File: src/fevcls_pkg.sv
// Package with shared types, limits, codes and the divide-by-ten helper.
package fevcls_pkg;

  localparam int CFG_INDEX_W = 3;
  localparam int CFG_DATA_W  = 2;

  typedef enum logic [CFG_INDEX_W-1:0] {
    REG_UNIT_FAHRENHEIT = 3'd0,
    REG_AGE_GROUP       = 3'd1,
    REG_BEEP_ENABLE     = 3'd2,
    REG_VIBRATE_ENABLE  = 3'd3,
    REG_RECALL_MODE     = 3'd4
  } reg_index_t;

  typedef enum logic [1:0] {
    AGE_0_3_MONTHS  = 2'd0,
    AGE_3_36_MONTHS = 2'd1,
    AGE_OVER_36     = 2'd2,
    AGE_UNKNOWN     = 2'd3
  } age_t;

  typedef enum logic [1:0] {
    LED_NONE   = 2'd0,
    LED_GREEN  = 2'd1,
    LED_YELLOW = 2'd2,
    LED_RED    = 2'd3
  } led_t;

  typedef enum logic [1:0] {
    FACE_NONE  = 2'd0,
    FACE_SMILE = 2'd1,
    FACE_BAD   = 2'd2
  } face_t;

  typedef enum logic [1:0] {
    ALARM_NONE       = 2'd0,
    ALARM_LONG       = 2'd1,
    ALARM_FOUR_SHORT = 2'd2,
    ALARM_LONG_THREE = 2'd3
  } alarm_t;

  localparam logic signed [14:0] TEMP_MIN = -15'sd5000;
  localparam logic signed [14:0] TEMP_MAX = 15'sd15000;
  localparam logic signed [15:0] F_OFFSET = 16'sd3200;

  localparam logic signed [15:0] LIM_LO_C = 16'sd3400;
  localparam logic signed [15:0] LIM_HI_C = 16'sd4300;
  localparam logic signed [15:0] LIM_LO_F = 16'sd9320;
  localparam logic signed [15:0] LIM_HI_F = 16'sd10940;

  // Reciprocal of ten scaled by 2^19; exact floor for inputs below 2^15.
  localparam logic [31:0] RECIP_10 = 32'd52429;

  typedef struct packed {
    logic fahrenheit;
    age_t age_group;
    logic beep_enable;
    logic vibrate_enable;
    logic recall_mode;
  } cfg_t;

  typedef struct packed {
    logic signed [15:0] shown_temperature;
    led_t               led_color;
    face_t              face_icon;
    logic               lo_flag;
    logic               hi_flag;
    logic               fever_flag;
    alarm_t             alarm_pattern;
    logic               beep_on;
    logic               vibrate_on;
  } result_t;

  function automatic logic [11:0] div10(input logic [14:0] x);
    logic [31:0] p;
    p = {17'd0, x} * RECIP_10;
    return p[30:19];
  endfunction

  function automatic logic signed [15:0] normal_limit(input logic fahr, input age_t age);
    logic signed [15:0] lim;
    case (age)
      AGE_0_3_MONTHS:  lim = fahr ? 16'sd9940 : 16'sd3740;
      AGE_3_36_MONTHS: lim = fahr ? 16'sd9960 : 16'sd3760;
      default:         lim = fahr ? 16'sd9990 : 16'sd3770;
    endcase
    return lim;
  endfunction

  function automatic logic signed [15:0] fever_limit(input logic fahr, input age_t age);
    logic signed [15:0] lim;
    case (age)
      AGE_0_3_MONTHS:  lim = fahr ? LIM_HI_F : LIM_HI_C;
      AGE_3_36_MONTHS: lim = fahr ? 16'sd10130 : 16'sd3850;
      default:         lim = fahr ? 16'sd10300 : 16'sd3940;
    endcase
    return lim;
  endfunction

endpackage

File: src/fevcls_ifs.sv
// Valid/ready channel interfaces for temperature words, result words and register writes.
interface fevcls_temp_if;
  logic               valid;
  logic               ready;
  logic signed [14:0] temperature_c;
  modport source (output valid, output temperature_c, input ready);
  modport sink   (input valid, input temperature_c, output ready);
endinterface

interface fevcls_result_if;
  logic               valid;
  logic               ready;
  logic signed [15:0] shown_temperature;
  logic [1:0]         led_color;
  logic [1:0]         face_icon;
  logic               lo_flag;
  logic               hi_flag;
  logic               fever_flag;
  logic [1:0]         alarm_pattern;
  logic               beep_on;
  logic               vibrate_on;
  modport source (output valid, output shown_temperature, output led_color, output face_icon,
                  output lo_flag, output hi_flag, output fever_flag, output alarm_pattern,
                  output beep_on, output vibrate_on, input ready);
  modport sink   (input valid, input shown_temperature, input led_color, input face_icon,
                  input lo_flag, input hi_flag, input fever_flag, input alarm_pattern,
                  input beep_on, input vibrate_on, output ready);
endinterface

interface fevcls_cfg_if;
  logic       valid;
  logic       ready;
  logic [2:0] index;
  logic [1:0] data;
  modport source (output valid, output index, output data, input ready);
  modport sink   (input valid, input index, input data, output ready);
endinterface

File: src/fevcls_convert.sv
// Clamp of the Celsius reading and optional integer conversion to Fahrenheit.
module fevcls_convert
  import fevcls_pkg::*;
(
  input  logic signed [14:0] temperature_c,
  input  logic               fahrenheit,
  output logic signed [15:0] converted
);

  logic signed [14:0] clamped;
  logic [12:0]        mag;
  logic [13:0]        a_neg;
  logic [13:0]        d_neg;
  logic [14:0]        a_pos;
  logic [14:0]        d_pos;
  logic [11:0]        q_neg;
  logic [11:0]        q_pos;

  always_comb begin
    if (temperature_c < TEMP_MIN) begin
      clamped = TEMP_MIN;
    end else if (temperature_c > TEMP_MAX) begin
      clamped = TEMP_MAX;
    end else begin
      clamped = temperature_c;
    end
  end

  // Negative readings round the tenth downward in magnitude, the others round up.
  assign mag   = 13'(-clamped);
  assign a_neg = {mag, 1'b0};
  assign q_neg = div10({1'b0, a_neg});
  assign d_neg = a_neg - {2'b00, q_neg};

  assign a_pos = {clamped[13:0], 1'b0};
  assign q_pos = div10(a_pos + 15'd9);
  assign d_pos = a_pos - {3'b000, q_pos};

  always_comb begin
    if (!fahrenheit) begin
      converted = {clamped[14], clamped};
    end else if (clamped[14]) begin
      converted = F_OFFSET - $signed({2'b00, d_neg});
    end else begin
      converted = $signed({1'b0, d_pos}) + F_OFFSET;
    end
  end

endmodule

File: src/fevcls_classify.sv
// Rounding to a multiple of ten and classification into LED, face, flags and alarm.
module fevcls_classify
  import fevcls_pkg::*;
(
  input  logic signed [15:0] converted,
  input  cfg_t               cfg,
  output result_t            res
);

  logic [14:0]        mag;
  logic [14:0]        rnd_mag;
  logic [11:0]        q;
  logic signed [15:0] rounded;
  logic signed [15:0] lim_lo;
  logic signed [15:0] lim_hi;
  logic signed [15:0] lim_normal;
  logic signed [15:0] lim_fever;
  led_t               led;
  face_t              face;
  logic               lof;
  logic               hif;
  logic               fev;
  alarm_t             pat;

  assign mag     = converted[15] ? 15'(-converted) : converted[14:0];
  assign q       = div10(mag + 15'd5);
  assign rnd_mag = 15'({q, 3'b000}) + 15'({q, 1'b0});
  assign rounded = converted[15] ? -$signed({1'b0, rnd_mag}) : $signed({1'b0, rnd_mag});

  assign lim_lo     = cfg.fahrenheit ? LIM_LO_F : LIM_LO_C;
  assign lim_hi     = cfg.fahrenheit ? LIM_HI_F : LIM_HI_C;
  assign lim_normal = normal_limit(cfg.fahrenheit, cfg.age_group);
  assign lim_fever  = fever_limit(cfg.fahrenheit, cfg.age_group);

  always_comb begin
    led  = LED_NONE;
    face = FACE_NONE;
    lof  = 1'b0;
    hif  = 1'b0;
    fev  = 1'b0;
    pat  = ALARM_NONE;
    if (rounded < lim_lo) begin
      led  = LED_GREEN;
      face = FACE_SMILE;
      lof  = 1'b1;
      pat  = ALARM_FOUR_SHORT;
    end else if (rounded > lim_hi) begin
      led  = LED_RED;
      face = FACE_BAD;
      hif  = 1'b1;
      pat  = ALARM_LONG_THREE;
    end else if (cfg.age_group != AGE_UNKNOWN) begin
      if (rounded <= lim_normal) begin
        led  = LED_GREEN;
        face = FACE_SMILE;
        pat  = ALARM_LONG;
      end else if (cfg.age_group != AGE_0_3_MONTHS && rounded <= lim_fever) begin
        led  = LED_YELLOW;
        face = FACE_SMILE;
        pat  = ALARM_LONG;
      end else begin
        led  = LED_RED;
        face = FACE_BAD;
        fev  = 1'b1;
        pat  = ALARM_LONG_THREE;
      end
    end
  end

  always_comb begin
    res.shown_temperature = rounded;
    res.led_color         = led;
    res.face_icon         = face;
    res.lo_flag           = lof;
    res.hi_flag           = hif;
    res.fever_flag        = fev;
    res.alarm_pattern     = pat;
    res.beep_on           = (pat != ALARM_NONE) && cfg.beep_enable && !cfg.recall_mode;
    res.vibrate_on        = (pat != ALARM_NONE) && cfg.vibrate_enable && !cfg.recall_mode;
  end

endmodule

File: src/fever_temperature_classifier.sv
// Throughput: one word per cycle while the result sink is ready, through three register
// stages (input, converted, result), each of which loads whenever the stage after it is
// empty or being drained.
// Reset: synchronous, active high; clears all stage valid bits and loads the register
// defaults (Celsius, over 36 months, beep on, vibrate off, recall off).
module fever_temperature_classifier
  import fevcls_pkg::*;
(
  input  logic      clk,
  input  logic      rst,
  fevcls_temp_if.sink     temp,
  fevcls_result_if.source result,
  fevcls_cfg_if.sink      cfg
);

  cfg_t               regs;
  logic               s1_valid;
  logic signed [14:0] s1_temp;
  logic               s2_valid;
  logic signed [15:0] s2_value;
  logic signed [15:0] conv_value;
  result_t            res_next;
  logic               out_open;
  logic               s2_open;
  logic               s1_open;

  assign cfg.ready = 1'b1;

  always_ff @(posedge clk) begin
    if (rst) begin
      regs.fahrenheit     <= 1'b0;
      regs.age_group      <= AGE_OVER_36;
      regs.beep_enable    <= 1'b1;
      regs.vibrate_enable <= 1'b0;
      regs.recall_mode    <= 1'b0;
    end else if (cfg.valid) begin
      unique case (cfg.index)
        REG_UNIT_FAHRENHEIT: regs.fahrenheit     <= cfg.data[0];
        REG_AGE_GROUP:       regs.age_group      <= age_t'(cfg.data);
        REG_BEEP_ENABLE:     regs.beep_enable    <= cfg.data[0];
        REG_VIBRATE_ENABLE:  regs.vibrate_enable <= cfg.data[0];
        REG_RECALL_MODE:     regs.recall_mode    <= cfg.data[0];
        default: ;
      endcase
    end
  end

  assign out_open   = !result.valid || result.ready;
  assign s2_open    = !s2_valid || out_open;
  assign s1_open    = !s1_valid || s2_open;
  assign temp.ready = s1_open;

  fevcls_convert u_convert (
    .temperature_c (s1_temp),
    .fahrenheit    (regs.fahrenheit),
    .converted     (conv_value)
  );

  fevcls_classify u_classify (
    .converted (s2_value),
    .cfg       (regs),
    .res       (res_next)
  );

  always_ff @(posedge clk) begin
    if (rst) begin
      s1_valid     <= 1'b0;
      s2_valid     <= 1'b0;
      result.valid <= 1'b0;
    end else begin
      if (s1_open) begin
        s1_valid <= temp.valid;
      end
      if (s2_open) begin
        s2_valid <= s1_valid;
      end
      if (out_open) begin
        result.valid <= s2_valid;
      end
    end
  end

  always_ff @(posedge clk) begin
    if (temp.valid && s1_open) begin
      s1_temp <= temp.temperature_c;
    end
    if (s1_valid && s2_open) begin
      s2_value <= conv_value;
    end
    if (s2_valid && out_open) begin
      result.shown_temperature <= res_next.shown_temperature;
      result.led_color         <= res_next.led_color;
      result.face_icon         <= res_next.face_icon;
      result.lo_flag           <= res_next.lo_flag;
      result.hi_flag           <= res_next.hi_flag;
      result.fever_flag        <= res_next.fever_flag;
      result.alarm_pattern     <= res_next.alarm_pattern;
      result.beep_on           <= res_next.beep_on;
      result.vibrate_on        <= res_next.vibrate_on;
    end
  end

endmodule

File: src/flat_wrapper.sv
// flat-port wrapper written by rule: the top's interface ports become plain ports
module fever_temperature_classifier_flat import fevcls_pkg::*;
  (clk, rst, temp_valid, temp_temperature_c, temp_ready, result_valid, result_shown_temperature, result_led_color, result_face_icon, result_lo_flag, result_hi_flag, result_fever_flag, result_alarm_pattern, result_beep_on, result_vibrate_on, result_ready, cfg_valid, cfg_index, cfg_data, cfg_ready);
  fevcls_temp_if temp_i ();
  fevcls_result_if result_i ();
  fevcls_cfg_if cfg_i ();
  input  logic clk;
  input  logic rst;
  input wire logic [$bits(temp_i.valid)-1:0] temp_valid;
  input wire logic [$bits(temp_i.temperature_c)-1:0] temp_temperature_c;
  output wire logic [$bits(temp_i.ready)-1:0] temp_ready;
  output wire logic [$bits(result_i.valid)-1:0] result_valid;
  output wire logic [$bits(result_i.shown_temperature)-1:0] result_shown_temperature;
  output wire logic [$bits(result_i.led_color)-1:0] result_led_color;
  output wire logic [$bits(result_i.face_icon)-1:0] result_face_icon;
  output wire logic [$bits(result_i.lo_flag)-1:0] result_lo_flag;
  output wire logic [$bits(result_i.hi_flag)-1:0] result_hi_flag;
  output wire logic [$bits(result_i.fever_flag)-1:0] result_fever_flag;
  output wire logic [$bits(result_i.alarm_pattern)-1:0] result_alarm_pattern;
  output wire logic [$bits(result_i.beep_on)-1:0] result_beep_on;
  output wire logic [$bits(result_i.vibrate_on)-1:0] result_vibrate_on;
  input wire logic [$bits(result_i.ready)-1:0] result_ready;
  input wire logic [$bits(cfg_i.valid)-1:0] cfg_valid;
  input wire logic [$bits(cfg_i.index)-1:0] cfg_index;
  input wire logic [$bits(cfg_i.data)-1:0] cfg_data;
  output wire logic [$bits(cfg_i.ready)-1:0] cfg_ready;
  assign temp_i.valid = temp_valid;
  assign temp_i.temperature_c = temp_temperature_c;
  assign temp_ready = temp_i.ready;
  assign result_valid = result_i.valid;
  assign result_shown_temperature = result_i.shown_temperature;
  assign result_led_color = result_i.led_color;
  assign result_face_icon = result_i.face_icon;
  assign result_lo_flag = result_i.lo_flag;
  assign result_hi_flag = result_i.hi_flag;
  assign result_fever_flag = result_i.fever_flag;
  assign result_alarm_pattern = result_i.alarm_pattern;
  assign result_beep_on = result_i.beep_on;
  assign result_vibrate_on = result_i.vibrate_on;
  assign result_i.ready = result_ready;
  assign cfg_i.valid = cfg_valid;
  assign cfg_i.index = cfg_index;
  assign cfg_i.data = cfg_data;
  assign cfg_ready = cfg_i.ready;
  fever_temperature_classifier u_core (.clk(clk), .rst(rst), .temp(temp_i), .result(result_i), .cfg(cfg_i));
endmodule
File: config.mk
export PLATFORM = sky130hd
export DESIGN_NAME = fever_temperature_classifier_flat
export DESIGN_NICKNAME = d
export VERILOG_FILES = /design/src/fevcls_pkg.sv /design/src/fevcls_ifs.sv /design/src/fevcls_convert.sv /design/src/fevcls_classify.sv /design/src/fever_temperature_classifier.sv /design/src/flat_wrapper.sv
export SDC_FILE = /design/constraint.sdc
export NUM_CORES = 1
export LEC_CHECK = 0
export ABC_CLOCK_PERIOD_IN_PS = 14200
export BUFFER_PORTS_ARGS = -buffer_cell sky130_fd_sc_hd__buf_2
export CORE_UTILIZATION = 50
export DETAILED_ROUTE_END_ITERATION = 12
export PLACE_DENSITY = 0.66
export SYNTH_ARGS = -nofsm -noshare
export SYNTH_HDL_FRONTEND = slang
export SYNTH_SLANG_ARGS = --single-unit
File: constraint.sdc
create_clock -name clk -period 14.2 [get_ports clk]
set_input_delay 0 -clock clk [delete_from_list [all_inputs] [get_ports clk]]
set_output_delay 0 -clock clk [all_outputs]
set_load 0.005 [all_outputs]
==> results.txt <==
* Cell types occupying the most area after synthesis: sky130_fd_sc_hd__ha_1 (27%), sky130_fd_sc_hd__fa_1 (19%), sky130_fd_sc_hd__edfxtp_1 (9.9%)
* Max_slew headroom: a little over a quarter
* Post-Route WL: 40,600 um
- Worst setup slack for register-to-register paths: around 1.2 ns
- The critical path in this run is classified as reg2reg.
- Filler cells: ~3,100
* Area growth from synthesis to layout: 7.22%
- Counting instances, the worst hold path has a depth of 4.
- For the worst setup path, the data required time is about 14 ns.
* Actual transition at the worst max-transition pin: between 1 and 1.5 ns
* RSZ-0062 raised after global routing: false
- Depth of the CTS H-tree: 3
- The slowest stage of the critical path is the sky130_fd_sc_hd__edfxtp_1 cell.
- The die covers between 0.03 and 0.04 mm^2.
- Root buffer cell: sky130_fd_sc_hd__clkbuf_16
- Top cell type by total area after synthesis: sky130_fd_sc_hd__ha_1
- The floorplan has 67 rows.
- Summed over all layers, the global routing overflow is 0.
- Share of the synthesized area in the top cell type: 26.5%
- Once detail routing completed, the nets flagged for antenna violations numbered 0.
- Cell count of the worst reg-to-reg path: 44
- Core footprint: 0.0338 mm^2
* Post-synthesis async set-or-reset flop share: 0%
- Vias post-DR: about 13,000
- Ranking of synthesized cells by instance count: sky130_fd_sc_hd__ha_1 (367), sky130_fd_sc_hd__inv_1 (326), sky130_fd_sc_hd__fa_1 (168)
- Warning count from the yosys run: 0
- Post-route clock period utilization: between 90% and 100%
- Area of combinational cells with multiple inputs: 0.0140 mm^2
- Using the TritonRoute via totals, the vias-per-cell ratio works out to roughly 5.6.
- In this run, post-CTS hold repair placed 22 buffers.
- Post-DR wirelength/cell: approximately 17 um
* Met2 wire length: 19,500 um
* Number of I/O pins: 55
* Setup bufs post-CTS: 0
* Sink count of the clock tree: 66
- Worst-path clk slew: 0.06 ns
- Wire length of the first global-routing pass: 68,700 um
* Initial antenna violation count: 0
* Peak Freq: slightly below 0.08 GHz
* Share of the yosys chip area belonging to registers: approximately 11%
- Across the routed clock network, the largest skew measured is roughly 0.0090 ns.
- For this configuration, the core starts out at a cell density of between 50% and 60%.
* Dominant synthesized flop cell: sky130_fd_sc_hd__edfxtp_1
* Routability cong.: ~0.94
- #FFs+latches synth: 66
- TritonCTS built the clock tree.
* Maximum cell stage delay along the critical path: around 0.58 ns
* Sum of negative setup slack: 0 ns
* Post-CTS sizing: 0
* Max-cap violations: 0
* Final Hold Fails: 0
- Number of distinct library cell variants in the gate-level netlist after synthesis: around 110
- Setup violations remaining at the end of the flow were counted as 0.
* DR WL met3: ~1500 um
- Arrival time reported for the critical path endpoint: 13.06 ns
* Path class of the lowest-slack min-delay path: in2reg
- The flow ran to the end, and the final reports show no timing, DRC or antenna violations.
- Worst setup EP type: flop
* Mean post-synth cell area: ~9.3 um^2
- Fin. max-slew vios: 0
- Number of global-route vias before repair: around 14,000
* Critical Path Fanout Max: 11
- Element type at the critical path start: flop
- DR iter-0 viols: 730
* Fin nets: roughly 2,500
* Die outline height: ~190 um
* Sequential standard cell area: between 0.0015 and 0.002 mm^2
- When the netlist entered floorplanning its net count stood at between 2,000 and 2,500.
- Minimum clock period: ~13 ns
* Met1 routed wirelength after detailed routing: between 15,000 and 20,000 um
- Number of antenna cells inserted: 0
- Maximum number of pins on one net before global-route repair: 36
* Highest metal layer with signal wires: met4
* First-pass detailed-route iteration total: 5
- From left edge to right edge, the die measures around 190 um.
* Worst-skew pair later-pin latency: 0.35 ns
- By instance count, the cell type seen most on the critical path is sky130_fd_sc_hd__inv_1.
- The wire-length estimate of the detail-placed layout is ~35,000 um.
- Number of buffers created by CTS: 9
* Cell with the most instances after synthesis: sky130_fd_sc_hd__ha_1
* Syn Inst Count: between 1,500 and 2,000
- Number of port buffers: between 50 and 60
- Synthesized cell area: ~0.017 mm^2
* Number of enable flip-flop cells after synthesis: 57
- No sink is reached through more buffers than the 2 on the longest clock path.
- Number of DRC violations after detailed routing: 0
* Share of post-route cells with drive strength above 1: 7.58%
* Global router's overall resource usage: between 20% and 30%
## per-layer routing
layer / vias up / track usage [%]
met3: 45 / 3.16
met5: - / 0
met2: 282 / 41.6
li1: 6590 / -
met4: 0 / 4.38
met1: 6442 / 31.9
## state kept, by name, summed over array words and instances, names as in the netlist, 2 cells and up
name / count
u_core.s2_value: 16
u_core.result.shown_temperature: 15
u_core.s1_temp: 15
u_core.regs: 6
u_core.result.alarm_pattern: 2
u_core.result.face_icon: 2
u_core.result.led_color: 2
## worst max-delay path, delay by kind of cell (launching register included)
family	cells	cell delay, ns
buffers and inverters	6	0.58
DFF	1	0.58
and+or+nand+nor	10	2.80
adders and majority gates	9	3.77
AOI/OAI and AO/OA	14	3.96
xor gates and xnor gates	5	1.03
## cell families after synthesis
family | Yosys count | synth area share, %
AO/OA/AOI/OAI | 338 | 14.3
XOR/XNOR | 129 | 6.91
adder cells (fa/ha/maj) | 536 | 46.0
buffers and inverters | 356 | 8.09
flip-flops | 66 | 10.9
multiplexers | 20 | 1.19
other | 2 | 0.0433
AND/OR/NAND/NOR | 421 | 12.6
## worst paths after layout
check | startpoint | end
hold / removal | result_ready | u_core.result.valid
setup reg to reg | u_core.s2_value[0] | u_core.result.beep_on
hold reg to reg | u_core.regs[1] | u_core.regs[1]
setup / recovery | u_core.s2_value[0] | u_core.result.beep_on
## per-stage QoR
step,instances,worst slack (ns),utilization (%),hold WS (ns),area (um^2)
after floorplan,1868,2.38,-,0.0989,17300
after global placement,2349,1.70,53.4,0.177,18100
final,2387,1.24,55.0,0.0180,18600
after CTS,2387,1.32,55.0,0.0119,18600
after detailed placement,2349,1.34,53.4,0.178,18100
after global routing,2387,0.287,55.0,0.0192,18600
## cells in the final DEF (no fill, tap or decap), types with 34 or more instances in the layout
master                     count
sky130_fd_sc_hd__nor3_1       41
sky130_fd_sc_hd__o21a_1       34
sky130_fd_sc_hd__ha_1        367
sky130_fd_sc_hd__fa_1        168
sky130_fd_sc_hd__edfxtp_1     57
sky130_fd_sc_hd__a21oi_1      65
sky130_fd_sc_hd__xor2_1       42
sky130_fd_sc_hd__buf_2        52
sky130_fd_sc_hd__o21ai_0      59
sky130_fd_sc_hd__xnor2_1      81
sky130_fd_sc_hd__inv_1       326
sky130_fd_sc_hd__nand2_1      91
sky130_fd_sc_hd__nand3_1      36
sky130_fd_sc_hd__nor2_1       99
## area by class of cell
class / count / area share [%]
Timing Repair Buffer: 84 / 2.99
Multi-Input combinational cell: 1446 / 75.6
Clock buffer: 13 / 1.52
Inverter: 327 / 6.61
Sequential cell: 66 / 10.2
Clock inverter: 3 / 0.0943
Tap cell: 448 / 3.02
Power is not shown: default switching activity piles up to over one toggle a cycle in this logic, so the estimate is an artifact.
